==> src/sv/ookpw_pkg.sv <==
`timescale 1ns / 1ps
`default_nettype none
// ----------------------------------------------------------------------------
// ookpw_pkg
// Types, register indexes and reset constants of the OOK pulse-width sender.
// ----------------------------------------------------------------------------
package ookpw_pkg;

  localparam int CODE_W    = 24;
  localparam int CFG_IDX_W = 3;
  localparam int CFG_DAT_W = 8;

  // Configuration register indexes
  localparam logic [CFG_IDX_W-1:0] REG_REPEAT_COUNT = 3'd0;
  localparam logic [CFG_IDX_W-1:0] REG_SHORT_TICKS  = 3'd1;
  localparam logic [CFG_IDX_W-1:0] REG_LONG_TICKS   = 3'd2;
  localparam logic [CFG_IDX_W-1:0] REG_SYNC_TICKS   = 3'd3;
  localparam logic [CFG_IDX_W-1:0] REG_INVERT_LINE  = 3'd4;

  // Register reset values
  localparam logic [7:0] RST_REPEAT_COUNT = 8'd15;
  localparam logic [7:0] RST_SHORT_TICKS  = 8'd1;
  localparam logic [7:0] RST_LONG_TICKS   = 8'd3;
  localparam logic [7:0] RST_SYNC_TICKS   = 8'd31;
  localparam logic       RST_INVERT_LINE  = 1'b0;

  // Input operation codes
  localparam logic OP_TICK = 1'b0;
  localparam logic OP_LOAD = 1'b1;

  typedef struct packed {
    logic [7:0] repeat_count;
    logic [7:0] short_ticks;
    logic [7:0] long_ticks;
    logic [7:0] sync_ticks;
    logic       invert_line;
  } cfg_t;

  // Phase length with zero treated as one
  function automatic logic [7:0] eff_len(input logic [7:0] v);
    eff_len = (v == 8'd0) ? 8'd1 : v;
  endfunction

  // Phase length minus the tick spent switching into it
  function automatic logic [7:0] eff_len_m1(input logic [7:0] v);
    eff_len_m1 = (v == 8'd0) ? 8'd0 : v - 8'd1;
  endfunction

endpackage
`default_nettype wire

==> src/sv/ookpw_tx.sv <==
`timescale 1ns / 1ps
`default_nettype none
// ----------------------------------------------------------------------------
// ookpw_tx
// Transmit machine: sync symbol, code bits LSB first, repeats; one item per
// cycle, presenting the post-item carrier and running levels combinationally.
// ----------------------------------------------------------------------------
module ookpw_tx #(
  parameter int CODE_BITS = 24
) (
  input  wire                          clk,
  input  wire                          rst,
  input  wire                          step,
  input  wire                          op,
  input  wire [ookpw_pkg::CODE_W-1:0]  code,
  input  ookpw_pkg::cfg_t              cfg,
  output logic                         carrier_next,
  output logic                         running_next,
  output logic                         carrier,
  output logic                         running
);
  import ookpw_pkg::*;

  localparam int CNTW = $clog2(CODE_BITS + 1);
  localparam int SELW = $clog2(CODE_BITS);

  logic [CODE_BITS-1:0] code_word, code_word_next;
  logic [CNTW-1:0]      bit_index, bit_index_next;
  logic [7:0]           phase_rem, phase_rem_next;
  logic [7:0]           repeats_left, repeats_left_next;
  logic                 sync_pending, sync_pending_next;
  logic                 cur_bit;

  assign cur_bit = (bit_index < CNTW'(CODE_BITS)) ? code_word[bit_index[SELW-1:0]] : 1'b0;

  always_comb begin
    code_word_next    = code_word;
    bit_index_next    = bit_index;
    phase_rem_next    = phase_rem;
    repeats_left_next = repeats_left;
    sync_pending_next = sync_pending;
    carrier_next      = carrier;
    running_next      = running;
    if (step) begin
      if (op == OP_LOAD) begin
        code_word_next    = CODE_BITS'(code);
        sync_pending_next = 1'b1;
        carrier_next      = 1'b1;
        running_next      = 1'b1;
        bit_index_next    = '0;
        repeats_left_next = cfg.repeat_count;
        phase_rem_next    = eff_len(cfg.short_ticks);
      end else if (running) begin
        priority if (phase_rem != 8'd0) begin
          phase_rem_next = phase_rem - 8'd1;
        end else if (sync_pending) begin
          // sync high over: open the long sync gap
          carrier_next      = 1'b0;
          sync_pending_next = 1'b0;
          bit_index_next    = '0;
          phase_rem_next    = eff_len_m1(cfg.sync_ticks);
        end else if (carrier) begin
          // bit high over: low phase, then advance
          carrier_next   = 1'b0;
          phase_rem_next = cur_bit ? eff_len_m1(cfg.short_ticks)
                                   : eff_len_m1(cfg.long_ticks);
          bit_index_next = bit_index + CNTW'(1);
        end else if (bit_index < CNTW'(CODE_BITS)) begin
          carrier_next   = 1'b1;
          phase_rem_next = cur_bit ? eff_len_m1(cfg.long_ticks)
                                   : eff_len_m1(cfg.short_ticks);
        end else if (repeats_left != 8'd0) begin
          // word over: re-arm the sync
          repeats_left_next = repeats_left - 8'd1;
          sync_pending_next = 1'b1;
          carrier_next      = 1'b1;
          bit_index_next    = '0;
          phase_rem_next    = eff_len_m1(cfg.short_ticks);
        end else begin
          carrier_next   = 1'b0;
          running_next   = 1'b0;
          bit_index_next = '0;
          phase_rem_next = 8'd0;
        end
      end
    end
  end

  always_ff @(posedge clk) begin
    code_word <= code_word_next;
    if (rst) begin
      bit_index    <= '0;
      phase_rem    <= 8'd0;
      repeats_left <= 8'd0;
      sync_pending <= 1'b0;
      carrier      <= 1'b0;
      running      <= 1'b0;
    end else begin
      bit_index    <= bit_index_next;
      phase_rem    <= phase_rem_next;
      repeats_left <= repeats_left_next;
      sync_pending <= sync_pending_next;
      carrier      <= carrier_next;
      running      <= running_next;
    end
  end

endmodule
`default_nettype wire

==> src/sv/ook_pulse_width_code_sender_top.sv <==
`timescale 1ns / 1ps
`default_nettype none
// ----------------------------------------------------------------------------
// ook_pulse_width_code_sender_top
// OOK pulse-width code sender: sync plus code bits, repeated, on one line.
// ----------------------------------------------------------------------------
// Usage:
//   Input channel (in_valid/in_stall, op, code): a load starts or restarts a
//   burst with a new code, a tick advances the transmit machine one timer
//   tick. Each input transaction gives one result transaction (line,
//   busy_res): pin level and burst activity after that item.
//   Configuration channel (cfg_valid/cfg_ready, cfg_index, cfg_data): repeat
//   count, short, long and sync lengths, polarity. cfg_ready is always high;
//   write only while the block is idle.
// Timing: one item per clock cycle while in_stall is low; each result is registered into the output buffer.
// Stalling:
//   A two-entry output buffer holds results while out_stall is high; in_stall
//   rises only when both entries are full.
// Reset:
//   rst (synchronous) idles the transmit machine with the carrier off, empties
//   the output buffer and restores register defaults (15 repeats, short 1,
//   long 3, sync 31, no inversion).
// ----------------------------------------------------------------------------
module ook_pulse_width_code_sender_top #(
  parameter int CODE_BITS = 24
) (
  input  wire                            clk,
  input  wire                            rst,
  input  wire                            in_valid,
  output logic                           in_stall,
  input  wire                            op,
  input  wire [ookpw_pkg::CODE_W-1:0]    code,
  output logic                           out_valid,
  input  wire                            out_stall,
  output logic                           line,
  output logic                           busy_res,
  input  wire                            cfg_valid,
  output logic                           cfg_ready,
  input  wire [ookpw_pkg::CFG_IDX_W-1:0] cfg_index,
  input  wire [ookpw_pkg::CFG_DAT_W-1:0] cfg_data
);
  import ookpw_pkg::*;

  cfg_t cfg;
  logic in_acc, out_acc, cfg_acc;
  logic carrier_next, running_next, carrier, running;
  logic [1:0] res_in;
  logic [1:0] slot0, slot1;
  logic [1:0] count;

  assign cfg_ready = 1'b1;
  assign cfg_acc   = cfg_valid && cfg_ready;
  assign in_stall  = (count == 2'd2);
  assign in_acc    = in_valid && !in_stall;
  assign out_valid = (count != 2'd0);
  assign out_acc   = out_valid && !out_stall;
  assign line      = slot0[1];
  assign busy_res  = slot0[0];
  assign res_in    = {carrier_next ^ cfg.invert_line, running_next};

  always_ff @(posedge clk) begin
    if (rst) begin
      cfg.repeat_count <= RST_REPEAT_COUNT;
      cfg.short_ticks  <= RST_SHORT_TICKS;
      cfg.long_ticks   <= RST_LONG_TICKS;
      cfg.sync_ticks   <= RST_SYNC_TICKS;
      cfg.invert_line  <= RST_INVERT_LINE;
    end else if (cfg_acc) begin
      unique case (cfg_index)
        REG_REPEAT_COUNT: cfg.repeat_count <= cfg_data;
        REG_SHORT_TICKS:  cfg.short_ticks  <= cfg_data;
        REG_LONG_TICKS:   cfg.long_ticks   <= cfg_data;
        REG_SYNC_TICKS:   cfg.sync_ticks   <= cfg_data;
        REG_INVERT_LINE:  cfg.invert_line  <= cfg_data[0];
        default: ;
      endcase
    end
  end

  ookpw_tx #(
    .CODE_BITS(CODE_BITS)
  ) u_tx (
    .clk          (clk),
    .rst          (rst),
    .step         (in_acc),
    .op           (op),
    .code         (code),
    .cfg          (cfg),
    .carrier_next (carrier_next),
    .running_next (running_next),
    .carrier      (carrier),
    .running      (running)
  );

  // Output buffer: slot0 is the head, slot1 the overflow entry
  always_ff @(posedge clk) begin
    unique case (count)
      2'd0: begin
        if (in_acc) slot0 <= res_in;
      end
      2'd1: begin
        if (in_acc && out_acc) slot0 <= res_in;
        else if (in_acc)       slot1 <= res_in;
      end
      2'd2: begin
        if (out_acc) slot0 <= slot1;
      end
      default: ;
    endcase
    if (rst) begin
      count <= 2'd0;
    end else begin
      count <= count + {1'b0, in_acc} - {1'b0, out_acc};
    end
  end

  a_load_starts: assert property (@(posedge clk) disable iff (rst)
    in_acc && (op == OP_LOAD) |=> running && carrier)
    else $error("load did not start a burst");

  a_idle_quiet: assert property (@(posedge clk) disable iff (rst)
    !running |-> !carrier)
    else $error("carrier on while idle");

  a_buf_bound: assert property (@(posedge clk) disable iff (rst)
    count != 2'd3)
    else $error("output buffer overflow");

  a_drain_keeps: assert property (@(posedge clk) disable iff (rst)
    (count == 2'd2) && out_acc |=> out_valid && !in_stall)
    else $error("buffer lost an entry while draining");

endmodule
`default_nettype wire
==> config.mk <==
export PLATFORM = sky130hd
export DESIGN_NAME = ook_pulse_width_code_sender_top
export DESIGN_NICKNAME = d
export VERILOG_FILES = /design/src/sv/ookpw_pkg.sv /design/src/sv/ookpw_tx.sv /design/src/sv/ook_pulse_width_code_sender_top.sv
export SDC_FILE = /design/constraint.sdc
export NUM_CORES = 1
export LEC_CHECK = 0
export BUFFER_PORTS_ARGS = -buffer_cell sky130_fd_sc_hd__buf_2
export CAP_MARGIN = 30
export CORE_MARGIN = 2
export CORE_UTILIZATION = 59
export CTS_CLUSTER_SIZE = 30
export DETAILED_ROUTE_END_ITERATION = 10
export PLACE_DENSITY = 0.82
export SYNTH_ARGS = -nofsm -noshare
export SYNTH_HDL_FRONTEND = slang
export SYNTH_SLANG_ARGS = --single-unit
export TNS_END_PERCENT = 5
==> constraint.sdc <==
create_clock -name clk -period 2.6 [get_ports clk]
set_input_delay 0.39 -clock clk [delete_from_list [all_inputs] [get_ports clk]]
set_output_delay 0.39 -clock clk [all_outputs]
set_load 0.05 [all_outputs]
==> Yosys cells after proc, flatten, opt, wreduce, memory -nomap -nowiden <==
Cells that the tools add are included.
{ "totals": {"register_bits": 87, "inputBits": 41, "output_inout_bits": 5, "wordCells": 122} }
{ "classes": {"n_addsub": 8, "n_lt_le_gt_ge": 2, "eq_ne": 14, "n_mux": 53, "bitwise": 2, "n_reduce_logical": 28} }
{ "ops": {"columns": ["op", "count"], "rows": [
  ["two-way mux 8 bit", 20],
  ["subtractor 8 x 1 -> 8 bit, second input constant", 5],
  ["two-way mux 5 bit", 6],
  ["logical NOT 8 bit", 3],
  ["two-way mux 1 bit", 22],
  ["nonzero test 8 bit", 2],
  ["AND reduction 2 bit", 7],
  ["inequality test 2 bit, second input constant", 6],
  ["AND reduction 4 bit", 2],
  ["AND reduction 7 bit", 1],
  ["== test 3 x 2 -> 1 bit, second input constant", 2],
  ["< comparator 5 x 6 -> 1 bit, second input constant", 1],
  ["two-way mux 2 bit", 3],
  ["one-hot mux 2 bit (3 select lines)", 1],
  ["AND reduction 3 bit", 2],
  ["nonzero test 2 bit", 3],
  ["adder 5 x 1 -> 5 bit, second input constant", 1],
  ["binary-select mux 1 bit (select 5 bit)", 1],
  ["< comparator 5 bit, second input constant", 1],
  ["inequality test 4 x 2 -> 1 bit, second input constant", 1],
  ["== test 3 x 1 -> 1 bit, second input constant", 1],
  ["== test 3 bit, second input constant", 1],
  ["logical AND 1 bit", 3],
  ["logical NOT 3 bit", 1],
  ["other kinds (10)", 11]
]} }

==> Longest topological paths before layout <==
Gate-level depths: netlist (run 1).
{ "depth": {"ltp_word": 12, "ltp_mapped": 10, "ltp_nobuf": 9} }

==> Hierarchy <==
A second synthesis (run 1) with hierarchy kept.
{ "hier_totals": {"hier_cells": 535, "area_unflattened_um2": 4946.0} }
{ "modules_own_cells": {"columns": ["mod", "instances", "cells_each", "area_each_um2", "seq_area_each_um2"], "rows": [
  ["ookpw_tx", 1, 382, 3402.0, 1201.2],
  ["ook_pulse_width_code_sender_top", 1, 153, 1544.0, 820.8]
]} }

==> Worst setup path after synthesis (run 1) <==
OpenSTA, ideal clock, no wires.
{ "synth_timing": {"kind": "reg2reg", "start": "reg u_tx.bit_index[1]", "end": "reg u_tx.phase_rem[0]", "setup_time_ns": 0.112, "arrival_time_ns": 2.237, "t_required_ns": 2.488, "path_slack_ns": 0.251, "path_stages_with_launch": 10, "n_path_buf": 2, "synth_period_minus_slack_ns": 2.349, "path_cell_list": "dfxtp_1 -> buf_6 -> buf_12 -> mux2i_1 -> a22oi_1 -> nand3_2 -> nand3_4 -> mux2_4 -> or4_1 -> a2111oi_1"} }
{ "synth_via": {"elab_chain_len": 10, "word_cells_on_any_way": 12, "cone_classes": "1 x order compare; 11 x mux"} }
{ "synth_lines": {"columns": ["element", "line", "text"], "rows": [
  ["from (decl)", "ookpw_tx.sv:28", "logic [CNTW-1:0] bit_index, bit_index_next;"],
  ["from (signal assigned)", "ookpw_tx.sv:99", "bit_index <= bit_index_next;"],
  ["binary-select mux 1 bit (select 5 bit)", "ookpw_tx.sv:34", "assign cur_bit = (bit_index < CNTW'(CODE_BITS)) ? code_word[bit_index[SELW-1:0]] : 1'b0;"],
  ["two-way mux 1 bit (not written as such)", "ookpw_tx.sv:34", null],
  ["two-way mux 1 bit", "ookpw_tx.sv:34", null],
  ["two-way mux 8 bit", "ookpw_tx.sv:70", "phase_rem_next = cur_bit ? eff_len_m1(cfg.long_ticks)"],
  ["two-way mux 8 bit", "ookpw_tx.sv:68", "end else if (bit_index < CNTW'(CODE_BITS)) begin"],
  ["two-way mux 8 bit (*)", "ookpw_tx.sv:62", "end else if (carrier) begin"],
  ["two-way mux 8 bit (*)", "ookpw_tx.sv:56", "end else if (sync_pending) begin"],
  ["two-way mux 8 bit (*)", "ookpw_tx.sv:54", "priority if (phase_rem != 8'd0) begin"],
  ["two-way mux 8 bit (*)", "ookpw_tx.sv:53", "end else if (running) begin"],
  ["two-way mux 8 bit (*)", "ookpw_tx.sv:45", "if (op == OP_LOAD) begin"],
  ["to (signal assigned)", "ookpw_tx.sv:100", "phase_rem <= phase_rem_next;"],
  ["to (decl)", "ookpw_tx.sv:29", "logic [7:0] phase_rem, phase_rem_next;"]
]} }
Mark *: on every way between the ends. The rest lies on a longest branch, timed or not. The select of a mux whose other input is x is not followed.
A chain may end at the register's enable or synchronous reset.

==> Worst setup path in the final report (run 1) <==
Same ends and word-level chain as after synthesis.

==> reports/metrics.csv, run 1 <==
stage;metric;value;unit
logic_synthesis;number of nets produced by synthesis;601;
placement;final weighted congestion of routability-driven global placement;0.924;
clock_tree;clock edge transition at the registers on the reported setup and hold paths;0.10;ns
layout;ratio of cells with drive above 1 in the final layout;0.159;
clock_tree;post-CTS setup buffer count;0;
floorplanning;die height;93.5;um
clock_tree;depth of the CTS H-tree;3;
logic_synthesis;average cell area after synthesis;8.64;um2
setup_path;crit path DAT;2.73;ns
detailed_routing;antenna violation net count after detailed routing;0;
detailed_routing;total routed wirelength;11400;um
layout;number of nets at the end of the flow;646;
clock_tree;Clk Latency, worst-skew pair;0.37;ns
sta;slew at the pin closest to its max-slew limit;0.721;ns
power_and_ir_drop;Pleak;2.11;nW
logic_synthesis;count of distinct cell types in the synthesized netlist;59;
global_routing;first-pass GRT wire length;18900;um
global_routing;largest net degree at the start of global routing;57;
clock_tree;CTS root buf;clkbuf_8;
min_path;endpoint of the worst hold-timing path;u_tx.code_word[0]$_DFFE_PP_;
logic_synthesis;number of flip-flops and latches in the synthesized netlist;87;
floorplanning;Die Width;93.5;um
min_path;Worst Hold Depth;1;
sta;final worst clock skew;0.0105;ns
logic_synthesis;proportion of register bits with asynchronous set or reset after synthesis;0;
floorplanning;placeable core area;7730;um2
layout;commonest non-fill, non-tap cell in the layout;nand2_1;
setup_path;CP required;2.87;ns
sta;worst rel slew slack;0.515;
sta;Fin Hold WS;0.192;ns
placement;total of buffers placed on input and output ports;44;
setup_path;endpoint type of the worst setup path;register;
flow_run;max capacitance violation total;0;
sta;Final Max Tran Viols;0;
logic_synthesis;number of flops mapped to enable cells by yosys;28;
setup_path;reg2reg end;u_tx.phase_rem[0]$_SDFFE_PP0P_;
global_routing;Total GRT Usage;0.274;
setup_path;worst-path maximum fanout;15;
setup_path;Setup CP Type;register to register;
global_routing;overflow left after global routing;0;
detailed_routing;routed vias;4171;
sta;unrepaired setup endpoints after global routing;false;
placement;estimated wirelength of the detail-placed design;8220;um
global_routing;vias in the first global route;3899;
clock_tree;worst-case clock buffer depth;2;
setup_path;ordered cell list for the critical path;buf_12 > mux2i_2 > a22oi_2 > nand3_2 > nand3_4 > mux2_4 > or4_1 > a2111oi_2;
setup_path;Worst setup SP type;register;
min_path;worst min-delay path startpoint;code[0];
power_and_ir_drop;peak supply drop;0.444;mV
detailed_routing;iteration count of the initial detailed-routing pass;5;
setup_path;cell at the slowest stage of the critical path;or4_1;
power_and_ir_drop;PD cells;681;nW/um2
logic_synthesis;Syn Inst Count;547;
global_routing;antenna violations before repair;0;
min_path;HP Class;input port to register;
sta;clock period minus worst slack;2.46;ns
detailed_routing;number of remaining DRC errors;0;
detailed_routing;wire length per cell;16.3;um
setup_path;Reg2Reg Launch Point;u_tx.bit_index[1]$_SDFFE_PP0P_;
setup_path;slowest cell delay on critical path;0.51;ns
sta;highest attainable clock frequency;0.406;GHz
sta;Setup Viol. Count Final;0;
setup_path;critical path's top delay family;simple AND/OR/NAND/NOR gates;
logic_synthesis;Synth Warn #;0;
floorplanning;I/O pin count;46;
logic_synthesis;main flop type after synthesis;dfxtp_1;
layout;leading cell types in the layout, fill and taps excluded;106 x nand2_1, 57 x dfxtp_1, 46 x nor2_1, 46 x a21oi_1, 44 x buf_2;
setup_path;Buffers & Inverters on Critical Path;1;
layout;ANT cells;0;
setup_path;worst reg-to-reg setup slack;0.14;ns
clock_tree;clock tree from TritonCTS;done;
floorplanning;initial cell density of the core;0.611;
floorplanning;number of placement rows;32;
detailed_routing;number of design-rule violations left by the first detailed-router iteration;314;
clock_tree;total clock sinks;87;
logic_synthesis;Area contributors post-synth;dfxtp_1 25%, edfxtp_1 18%, nand2_1 8.4%, a21oi_1 4.9%, mux2i_1 4.4%;
logic_synthesis;area of the mapped netlist;4720;um2
logic_synthesis;most area-hungry cell type in the Yosys netlist;dfxtp_1;
run_status;status;complete, no violations;
sta;final cycle utilization of the critical path;0.946;
clock_tree;number of buffers created by CTS;9;
setup_path;length in cells of the worst reg-to-reg path;8;
logic_synthesis;sequential element share of the synthesized area;0.428;
detailed_routing;Vias/cell;5.97;
sta;count of final hold-check violations;0;
sta;Setup Total Neg Slack;0;ns
floorplanning;die outline area;8740;um2
layout;layout-stage area growth over the synthesis result;12.0;%
logic_synthesis;area fraction of the dominant cell type after synthesis;0.250;
==> logic make-up after synthesis <==
| family | count (synthesis) | share of synthesized area |
|---|---|---|
| flip-flops | 87 | 0.428 |
| buffers and inverters | 41 | 0.0384 |
| XOR/XNOR | 21 | 0.0389 |
| multiplexers | 25 | 0.0548 |
| other | 1 | 0.000794 |
| AO/OA/AOI/OAI | 109 | 0.143 |
| adder cells (fa/ha/maj) | 13 | 0.0344 |
| AND/OR/NAND/NOR | 250 | 0.261 |
==> metrics by stage <==
step                instance area, um2  cells  power, mW  utilization  setup slack, ns
finish                            5290    699       3.61        0.685            0.140
global route                      5290    699       3.79        0.685          0.00745
CTS                               5270    699       3.60        0.682           0.0525
detailed placement                5070    683       2.66        0.656           0.0705
global placement                  5070    683       2.63        0.656            0.188
floorplan                         4720    547       2.39            -            0.251
==> flip-flops by register name (all words and copies together) (netlist names), 2 cells and up <==
name and flops:
u_tx.bit_index 5, u_tx.phase_rem 8, slot0 2, slot1 2, u_tx.code_word 24, count 2, u_tx.repeats_left 8, cfg 33
==> Yosys cell counts (6+ instances only) <==
cell type / instances
a21oi_1: 46
clkbuf_1: 20
ha_1: 13
and2_1: 6
nor3_1: 13
nand2b_1: 8
nand3_1: 12
nor2b_1: 9
inv_1: 18
dfxtp_1: 59
xor2_1: 15
nor2_1: 46
xnor2_1: 6
o21ai_0: 19
edfxtp_1: 28
mux2i_1: 21
nand2_1: 106
nand3b_1: 18
==> layout make-up <==
cell class | instances | area [um2]
Inverter | 18 | 67.6
Timing Repair Buffer | 57 | 330
Multi-Input combinational cell | 419 | 2540
Sequential cell | 87 | 2020
Clock buffer | 9 | 124
Fill cell | 607 | 2430
Clock inverter | 7 | 75.1
Tap cell | 102 | 128
==> worst reg2reg max path, delay by kind of cell (launching register included) <==
| family | cells | cell delay (ns) |
|---|---|---|
| muxes | 2 | 0.49 |
| DFF | 1 | 0.34 |
| buffers and inverters | 1 | 0.16 |
| and+or+nand+nor | 3 | 0.79 |
| AOI/OAI and AO/OA | 2 | 0.60 |
==> worst max-delay path by stage <==
stage / endpoint / startpoint / depth (start not counted) / slack, ns
global placement: u_tx.phase_rem[0]$_SDFFE_PP0P_ / u_tx.bit_index[1]$_SDFFE_PP0P_ / 8 / 0.19
CTS: u_tx.phase_rem[0]$_SDFFE_PP0P_ / u_tx.bit_index[0]$_SDFFE_PP0P_ / 7 / 0.05
floorplan: u_tx.phase_rem[0]$_SDFFE_PP0P_ / u_tx.bit_index[1]$_SDFFE_PP0P_ / 9 / 0.25
global route: u_tx.phase_rem[0]$_SDFFE_PP0P_ / u_tx.bit_index[1]$_SDFFE_PP0P_ / 8 / 0.007
finish: u_tx.phase_rem[0]$_SDFFE_PP0P_ / u_tx.bit_index[1]$_SDFFE_PP0P_ / 8 / 0.14
detailed placement: u_tx.phase_rem[0]$_SDFFE_PP0P_ / u_tx.bit_index[0]$_SDFFE_PP0P_ / 7 / 0.07
==> power breakdown <==
part           internal [mW]  switching [mW]
clock                  0.380           0.560
sequential              1.54          0.0969
combinational          0.385           0.644
total                   2.30            1.30
==> repair_timing <==
item,4_1_cts,5_1_grt
setup endpoints to repair,0,2
resized for setup,0,7
hold buffers,0,0
==> metal layers <==
metal | track usage | up-vias | part of all wire
met2 | 0.440 | 205 | 0.46
met1 | 0.382 | 1919 | 0.44
li1 | - | 2022 | -
met5 | 0 | - | 0
met3 | 0.0403 | 25 | 0.079
met4 | 0.0895 | 0 | 0.017
Power figures use the tool's default switching activity.
==> run 2: changes to the inputs <==
- CORE_UTILIZATION: 59 -> 45
- PLACE_DENSITY: 0.82 -> 0.65
==> run 2 against run 1 <==
Power decreased by 1.0%. Core utilization shrank 17 points. Die area is 30% higher. Via count fell by 5.0%. Clock-buffer cell count increased by 3. First-iteration DRC count shrank 4.5%. Wire length down 1.4%. Combinational power about the same. Clock skew shrank 0.0027 ns. Global-route usage shrank 6.6 points. Cell area grew 0.61%. Fmax up 0.88%.
==> reports/metrics.csv, run 2 (synthesis gave the netlist of run 1 again) <==
stage;metric;value;unit;change
setup_path;cell at the slowest stage of the critical path;or4_1;;
detailed_routing;antenna violation net count after detailed routing;0;;unchanged
layout;ratio of cells with drive above 1 in the final layout;0.154;;-0.00528
clock_tree;number of buffers created by CTS;9;;unchanged
detailed_routing;wire length per cell;15.3;um;-6.1%
sta;clock period minus worst slack;2.44;ns;-0.0214 ns
layout;layout-stage area growth over the synthesis result;12.7;%;
global_routing;first-pass GRT wire length;18500;um;-2.1%
power_and_ir_drop;Logic pwr share;0.292;;+0.007
sta;final cycle utilization of the critical path;0.938;;-0.00821
clock_tree;total of hold buffers inserted after clock tree synthesis;0;;unchanged
detailed_routing;iteration count of the initial detailed-routing pass;5;;unchanged
global_routing;antenna violations before repair;0;;unchanged
power_and_ir_drop;switching power total;1.19;mW;-8.2%
power_and_ir_drop;PD cells;670;nW/um2;-1.6%
floorplanning;placeable core area;10300;um2;+33%
setup_path;worst-path maximum fanout;6;;-9
sta;count of final hold-check violations;0;;unchanged
global_routing;most heavily used metal layer in global routing;met2;;
layout;commonest non-fill, non-tap cell in the layout;nand2_1;;
layout;# fillers;1011;;+67%
clock_tree;CTS root buf;clkbuf_8;;
sta;worst rel slew slack;0.526;;+0.0107
power_and_ir_drop;Pleak;2.10;nW;-0.24%
clock_tree;depth of the CTS H-tree;3;;unchanged
clock_tree;worst-case clock buffer depth;2;;unchanged
setup_path;ordered cell list for the critical path;buf_4 > mux2i_2 > a22oi_1 > nand3_2 > nand3_4 > mux2_4 > or4_1 > a2111oi_2;;
run_status;status;complete, no violations;;
floorplanning;initial cell density of the core;0.460;;-0.152
placement;total of buffers placed on input and output ports;44;;unchanged
sta;Final Max Tran Viols;0;;unchanged
power_and_ir_drop;clock network fraction of total power;0.251;;-0.010
floorplanning;die height;106;um;+14%
sta;Setup Viol. Count Final;0;;unchanged
global_routing;overflow left after global routing;0;;unchanged
layout;leading cell types in the layout, fill and taps excluded;106 x nand2_1, 57 x dfxtp_1, 46 x nor2_1;;
floorplanning;number of placement rows;37;;+16%
clock_tree;post-CTS setup buffer count;0;;unchanged
power_and_ir_drop;internal power contribution;2.37;mW;+3.0%
setup_path;endpoint type of the worst setup path;register;;
layout;largest registers;cfg (33), u_tx.code_word (24);;
clock_tree;clock edge transition at the registers on the reported setup and hold paths;0.08;ns;-0.02 ns
layout;flip-flop count of the largest register after layout;33;;unchanged
detailed_routing;Vias/cell;5.40;;-9.5%
power_and_ir_drop;Net Sw Frac;0.335;;-0.0261
placement;final weighted congestion of routability-driven global placement;0.921;;-0.29%
layout;Top reg by flops;cfg;;
detailed_routing;total routed wirelength;11200;um;-1.4%
power_and_ir_drop;Final Total Pwr;3.57;mW;-1.0%
placement;estimated wirelength of the detail-placed design;8570;um;+4.2%
setup_path;Setup CP Type;register to register;;
sta;highest attainable clock frequency;0.410;GHz;+0.88%
global_routing;global routing usage on met3;0.0454;;+0.00508
sta;unrepaired setup endpoints after global routing;false;;
layout;number of nets at the end of the flow;647;;+0.15%
floorplanning;Die Width;106;um;+14%
sta;slew at the pin closest to its max-slew limit;0.705;ns;-0.0158 ns
floorplanning;die outline area;11300;um2;+30%
global_routing;vias in the first global route;3831;;-1.7%
detailed_routing;number of remaining DRC errors;0;;unchanged
setup_path;crit path DAT;2.70;ns;-0.03 ns
detailed_routing;routed vias;3964;;-5.0%
power_and_ir_drop;Flop pwr share;0.458;;+0.004
setup_path;slowest cell delay on critical path;0.49;ns;-0.02 ns
global_routing;Total GRT Usage;0.208;;-0.0663
clock_tree;Clk Latency, worst-skew pair;0.36;ns;about the same
global_routing;met2 demand-to-capacity share in global routing;0.320;;-0.120
sta;Setup Total Neg Slack;0;ns;unchanged
flow_run;max capacitance violation total;0;;unchanged
setup_path;CP required;2.86;ns;about the same
min_path;HP Class;input port to register;;
setup_path;Worst setup SP type;register;;
global_routing;largest net degree at the start of global routing;38;;-33%
layout;ANT cells;0;;unchanged
clock_tree;total clock sinks;87;;unchanged
floorplanning;I/O pin count;46;;unchanged
clock_tree;clock tree from TritonCTS;done;;
sta;final worst clock skew;0.00773;ns;-0.00275 ns
power_and_ir_drop;peak supply drop;0.507;mV;+14%
global_routing;met1 Usage GRT;0.284;;-0.0976
detailed_routing;number of design-rule violations left by the first detailed-router iteration;300;;-4.5%
==> run 2: critical path: cells and delay by family (launching register included) <==
| family | cells | cell delay [ns] |
|---|---|---|
| buffers and inverters | 1 | 0.17 |
| AOI/OAI and AO/OA | 2 | 0.58 |
| and+or+nand+nor | 3 | 0.77 |
| muxes | 2 | 0.49 |
| DFF | 1 | 0.34 |
==> run 2: final timing paths <==
check	from	end	slack, ns	depth (start not counted)
worst max register to register	u_tx.bit_index[1]$_SDFFE_PP0P_	u_tx.phase_rem[0]$_SDFFE_PP0P_	0.16	8
worst max-delay path	u_tx.bit_index[1]$_SDFFE_PP0P_	u_tx.phase_rem[0]$_SDFFE_PP0P_	0.16	8
worst min register to register	cfg[31]$_SDFFE_PP0P_	cfg[31]$_SDFFE_PP0P_	0.47	2
worst min-delay path	code[1]	u_tx.code_word[1]$_DFFE_PP_	0.20	1
==> run 2: final cells by class <==
| class | instances | area, um2 | area share |
|---|---|---|---|
| clock buffer | 12 | 135 | 0.0254 |
| multi-input combinational | 419 | 2540 | 0.478 |
| clock inverter | 4 | 46.3 | 0.00869 |
| inverter | 18 | 67.6 | 0.0127 |
| sequential | 87 | 2020 | 0.380 |
| timing repair buffer | 58 | 338 | 0.0634 |
| tap | 136 | 170 | 0.0319 |
==> run 2: routing by layer <==
layer  share of wire  up-vias  wire length, um
li1                -     2019                -
met1            0.47     1822             5300
met2            0.46      105             5140
met3           0.047       18              527
met4           0.025        0              276
met5               0        -                0
==> run 2: repair_timing <==
item / in CTS / in global routing
endpoints found under the setup margin: 0 / 3
gates resized for setup: 0 / 7
hold endpoints to repair: 0 / 0
==> run 2: per-stage QoR <==
| step | utilization | hold slack, ns | instance area (um2) | cells | setup slack, ns |
|---|---|---|---|---|---|
| 4_1_cts | 0.516 | 0.187 | 5300 | 734 | 0.103 |
| 3_3_place_gp | 0.498 | 0.453 | 5120 | 718 | 0.189 |
| 2_1_floorplan | - | 0.436 | 4720 | 547 | 0.251 |
| 6_report | 0.518 | 0.203 | 5330 | 734 | 0.161 |
| 3_5_place_dp | 0.498 | 0.458 | 5120 | 718 | 0.143 |
| 5_1_grt | 0.518 | 0.179 | 5330 | 734 | 0.0102 |
==> run 2: power by group through the flow <==
| stage | combinational (mW) | sequential, mW | clock (mW) |
|---|---|---|---|
| after detailed placement | 1.03 | 1.66 | 0 |
| after global routing | 1.15 | 1.65 | 0.988 |
| final | 1.04 | 1.63 | 0.894 |
| after floorplan | 0.699 | 1.69 | 0 |
| after global placement | 1.01 | 1.66 | 0 |
| after CTS | 1.03 | 1.63 | 0.922 |
==> run 3: changes to the inputs <==
- CORE_MARGIN: 2 -> not set
- GPL_ROUTABILITY_DRIVEN: not set -> 1
==> run 3 against run 2 <==
Critical path depth unchanged. Die area down 3.7%. Via count up 1.6%. Sequential cell count unchanged. Clock skew up 0.0039 ns. Clock power up 2%. Power up 0.45%. Sequential power about the same. Register-to-register slack worse by 0.05 ns. Largest power group unchanged. Highest routed layer unchanged.
==> reports/metrics.csv, run 3 (synthesis gave the netlist of run 1 again) <==
stage;metric;value;unit;change
setup_path;cell with the most instances on the worst path;nand3_4;;
min_path;HP Class;input port to register;;
global_routing;largest net degree at the start of global routing;40;;+5.3%
power_and_ir_drop;PD cells;673;nW/um2;+0.43%
detailed_routing;routed vias;4028;;+1.6%
sta;slew at the pin closest to its max-slew limit;0.569;ns;-0.137 ns
detailed_routing;number of remaining DRC errors;0;;unchanged
power_and_ir_drop;peak supply drop;0.421;mV;-17%
setup_path;Worst setup SP type;register;;
detailed_routing;antenna violation net count after detailed routing;0;;unchanged
sta;clock period minus worst slack;2.49;ns;+0.0464 ns
power_and_ir_drop;Pleak;2.11;nW;+0.22%
floorplanning;placeable core area;10200;um2;-0.45%
floorplanning;die height;104;um;-1.9%
global_routing;first-pass GRT wire length;19100;um;+3.2%
layout;commonest non-fill, non-tap cell in the layout;nand2_1;;
global_routing;Total GRT Usage;0.219;;+0.0108
setup_path;slowest cell delay on critical path;0.50;ns;about the same
global_routing;overflow left after global routing;0;;unchanged
sta;final cycle utilization of the critical path;0.956;;+0.0179
floorplanning;I/O pin count;46;;unchanged
sta;count of final hold-check violations;0;;unchanged
clock_tree;Resize count post-CTS;0;;unchanged
detailed_routing;Vias/cell;5.49;;+1.6%
min_path;Worst Hold Depth;1;;unchanged
sta;Final Max Tran Viols;0;;unchanged
floorplanning;number of placement rows;37;;unchanged
clock_tree;worst-case clock buffer depth;2;;unchanged
clock_tree;post-CTS setup buffer count;0;;unchanged
setup_path;ordered cell list for the critical path;buf_12 > mux2i_2 > a22oi_2 > nand3_4 > nand3_4 > mux2_4 > or4_1 > a2111oi_2;;
sta;Setup Total Neg Slack;0;ns;unchanged
setup_path;endpoint type of the worst setup path;register;;
global_routing;vias in the first global route;3948;;+3.1%
clock_tree;Clk Latency, worst-skew pair;0.36;ns;about the same
run_status;status;complete, no violations;;
sta;worst rel slew slack;0.611;;+0.0855
detailed_routing;total routed wirelength;11400;um;+1.4%
setup_path;crit path DAT;2.74;ns;+0.04 ns
clock_tree;clock tree from TritonCTS;done;;
floorplanning;die outline area;10900;um2;-3.7%
sta;Fin Hold WS;0.199;ns;-0.00473 ns
floorplanning;initial cell density of the core;0.462;;+0.00208
setup_path;number of cells on the critical path;8;;unchanged
setup_path;critical path's top delay family;simple AND/OR/NAND/NOR gates;;
flow_run;max capacitance violation total;0;;unchanged
detailed_routing;wire length per cell;15.5;um;+1.4%
setup_path;cell at the slowest stage of the critical path;or4_1;;
placement;estimated wirelength of the detail-placed design;8670;um;+1.2%
setup_path;Buffers & Inverters on Critical Path;1;;unchanged
detailed_routing;number of design-rule violations left by the first detailed-router iteration;269;;-10%
setup_path;CP required;2.86;ns;about the same
detailed_routing;iteration count of the initial detailed-routing pass;5;;unchanged
setup_path;worst-path maximum fanout;15;;+9
clock_tree;total clock sinks;87;;unchanged
layout;number of nets at the end of the flow;647;;unchanged
setup_path;length in cells of the worst reg-to-reg path;8;;unchanged
clock_tree;total of hold buffers inserted after clock tree synthesis;0;;unchanged
layout;# fillers;960;;-5.0%
layout;ratio of cells with drive above 1 in the final layout;0.161;;+0.00669
placement;final weighted congestion of routability-driven global placement;0.882;;-4.3%
setup_path;Setup CP Type;register to register;;
sta;Setup Viol. Count Final;0;;unchanged
clock_tree;number of buffers created by CTS;9;;unchanged
layout;ANT cells;0;;unchanged
floorplanning;Die Width;104;um;-1.9%
sta;highest attainable clock frequency;0.402;GHz;-1.9%
placement;total of buffers placed on input and output ports;44;;unchanged
layout;leading cell types in the layout, fill and taps excluded;106 x nand2_1, 56 x dfxtp_1, 46 x nor2_1, 46 x a21oi_1, 44 x buf_2;;
clock_tree;CTS root buf;clkbuf_8;;
layout;largest registers;cfg (33), u_tx.code_word (24);;
layout;layout-stage area growth over the synthesis result;12.8;%;about the same
clock_tree;depth of the CTS H-tree;3;;unchanged
layout;Top reg by flops;cfg;;
clock_tree;clock edge transition at the registers on the reported setup and hold paths;0.10;ns;+0.02 ns
sta;final worst clock skew;0.0117;ns;+0.00393 ns
global_routing;antenna violations before repair;0;;unchanged
layout;flip-flop count of the largest register after layout;33;;unchanged
-- run 3: changes by cell type in the layout (fill, tap and decap cells not counted), sizes merged --
cell,change
bufinv,-1
clkinv,-1
clkbuf,-3
inv,+5
-- run 3: stage by stage --
stage / area, um2 / power [mW] / worst slack [ns] / utilization / cells
6_report: 5330 / 3.58 / 0.115 / 0.521 / 734
5_1_grt: 5330 / 3.79 / -0.00451 / 0.521 / 734
4_1_cts: 5310 / 3.60 / 0.0303 / 0.519 / 734
3_5_place_dp: 5120 / 2.69 / 0.0589 / 0.500 / 718
3_3_place_gp: 5120 / 2.67 / 0.191 / 0.500 / 718
2_1_floorplan: 4720 / 2.39 / 0.251 / - / 547
-- run 3: final timing paths --
check | from | endpoint | slack, ns
worst min register to register | cfg[32]$_SDFFE_PP0P_ | cfg[32]$_SDFFE_PP0P_ | 0.47
worst max-delay path | u_tx.bit_index[1]$_SDFFE_PP0P_ | u_tx.phase_rem[0]$_SDFFE_PP0P_ | 0.11
worst min-delay path | code[18] | u_tx.code_word[18]$_DFFE_PP_ | 0.20
worst max register to register | u_tx.bit_index[1]$_SDFFE_PP0P_ | u_tx.phase_rem[0]$_SDFFE_PP0P_ | 0.11
-- run 3: power by group --
part,internal (mW),switching (mW),total (mW)
clock network,0.369,0.541,0.911
logic,0.394,0.646,1.04
registers,1.54,0.0951,1.63
-- run 3: routing by layer --
metal,track usage,part of all wire,up-vias
li1,-,-,2025
met1,0.298,0.47,1882
met2,0.351,0.46,103
met3,0.0382,0.053,18
met4,0.0673,0.018,0
met5,0,0,-
-- run 3: cell type report --
| cell class | instances | area [um2] | area share |
|---|---|---|---|
| Multi-Input combinational cell | 419 | 2540 | 0.477 |
| Tap cell | 136 | 170 | 0.0319 |
| Clock inverter | 7 | 62.6 | 0.0117 |
| Inverter | 18 | 67.6 | 0.0127 |
| Timing Repair Buffer | 58 | 338 | 0.0634 |
| Clock buffer | 9 | 124 | 0.0233 |
| Sequential cell | 87 | 2030 | 0.380 |
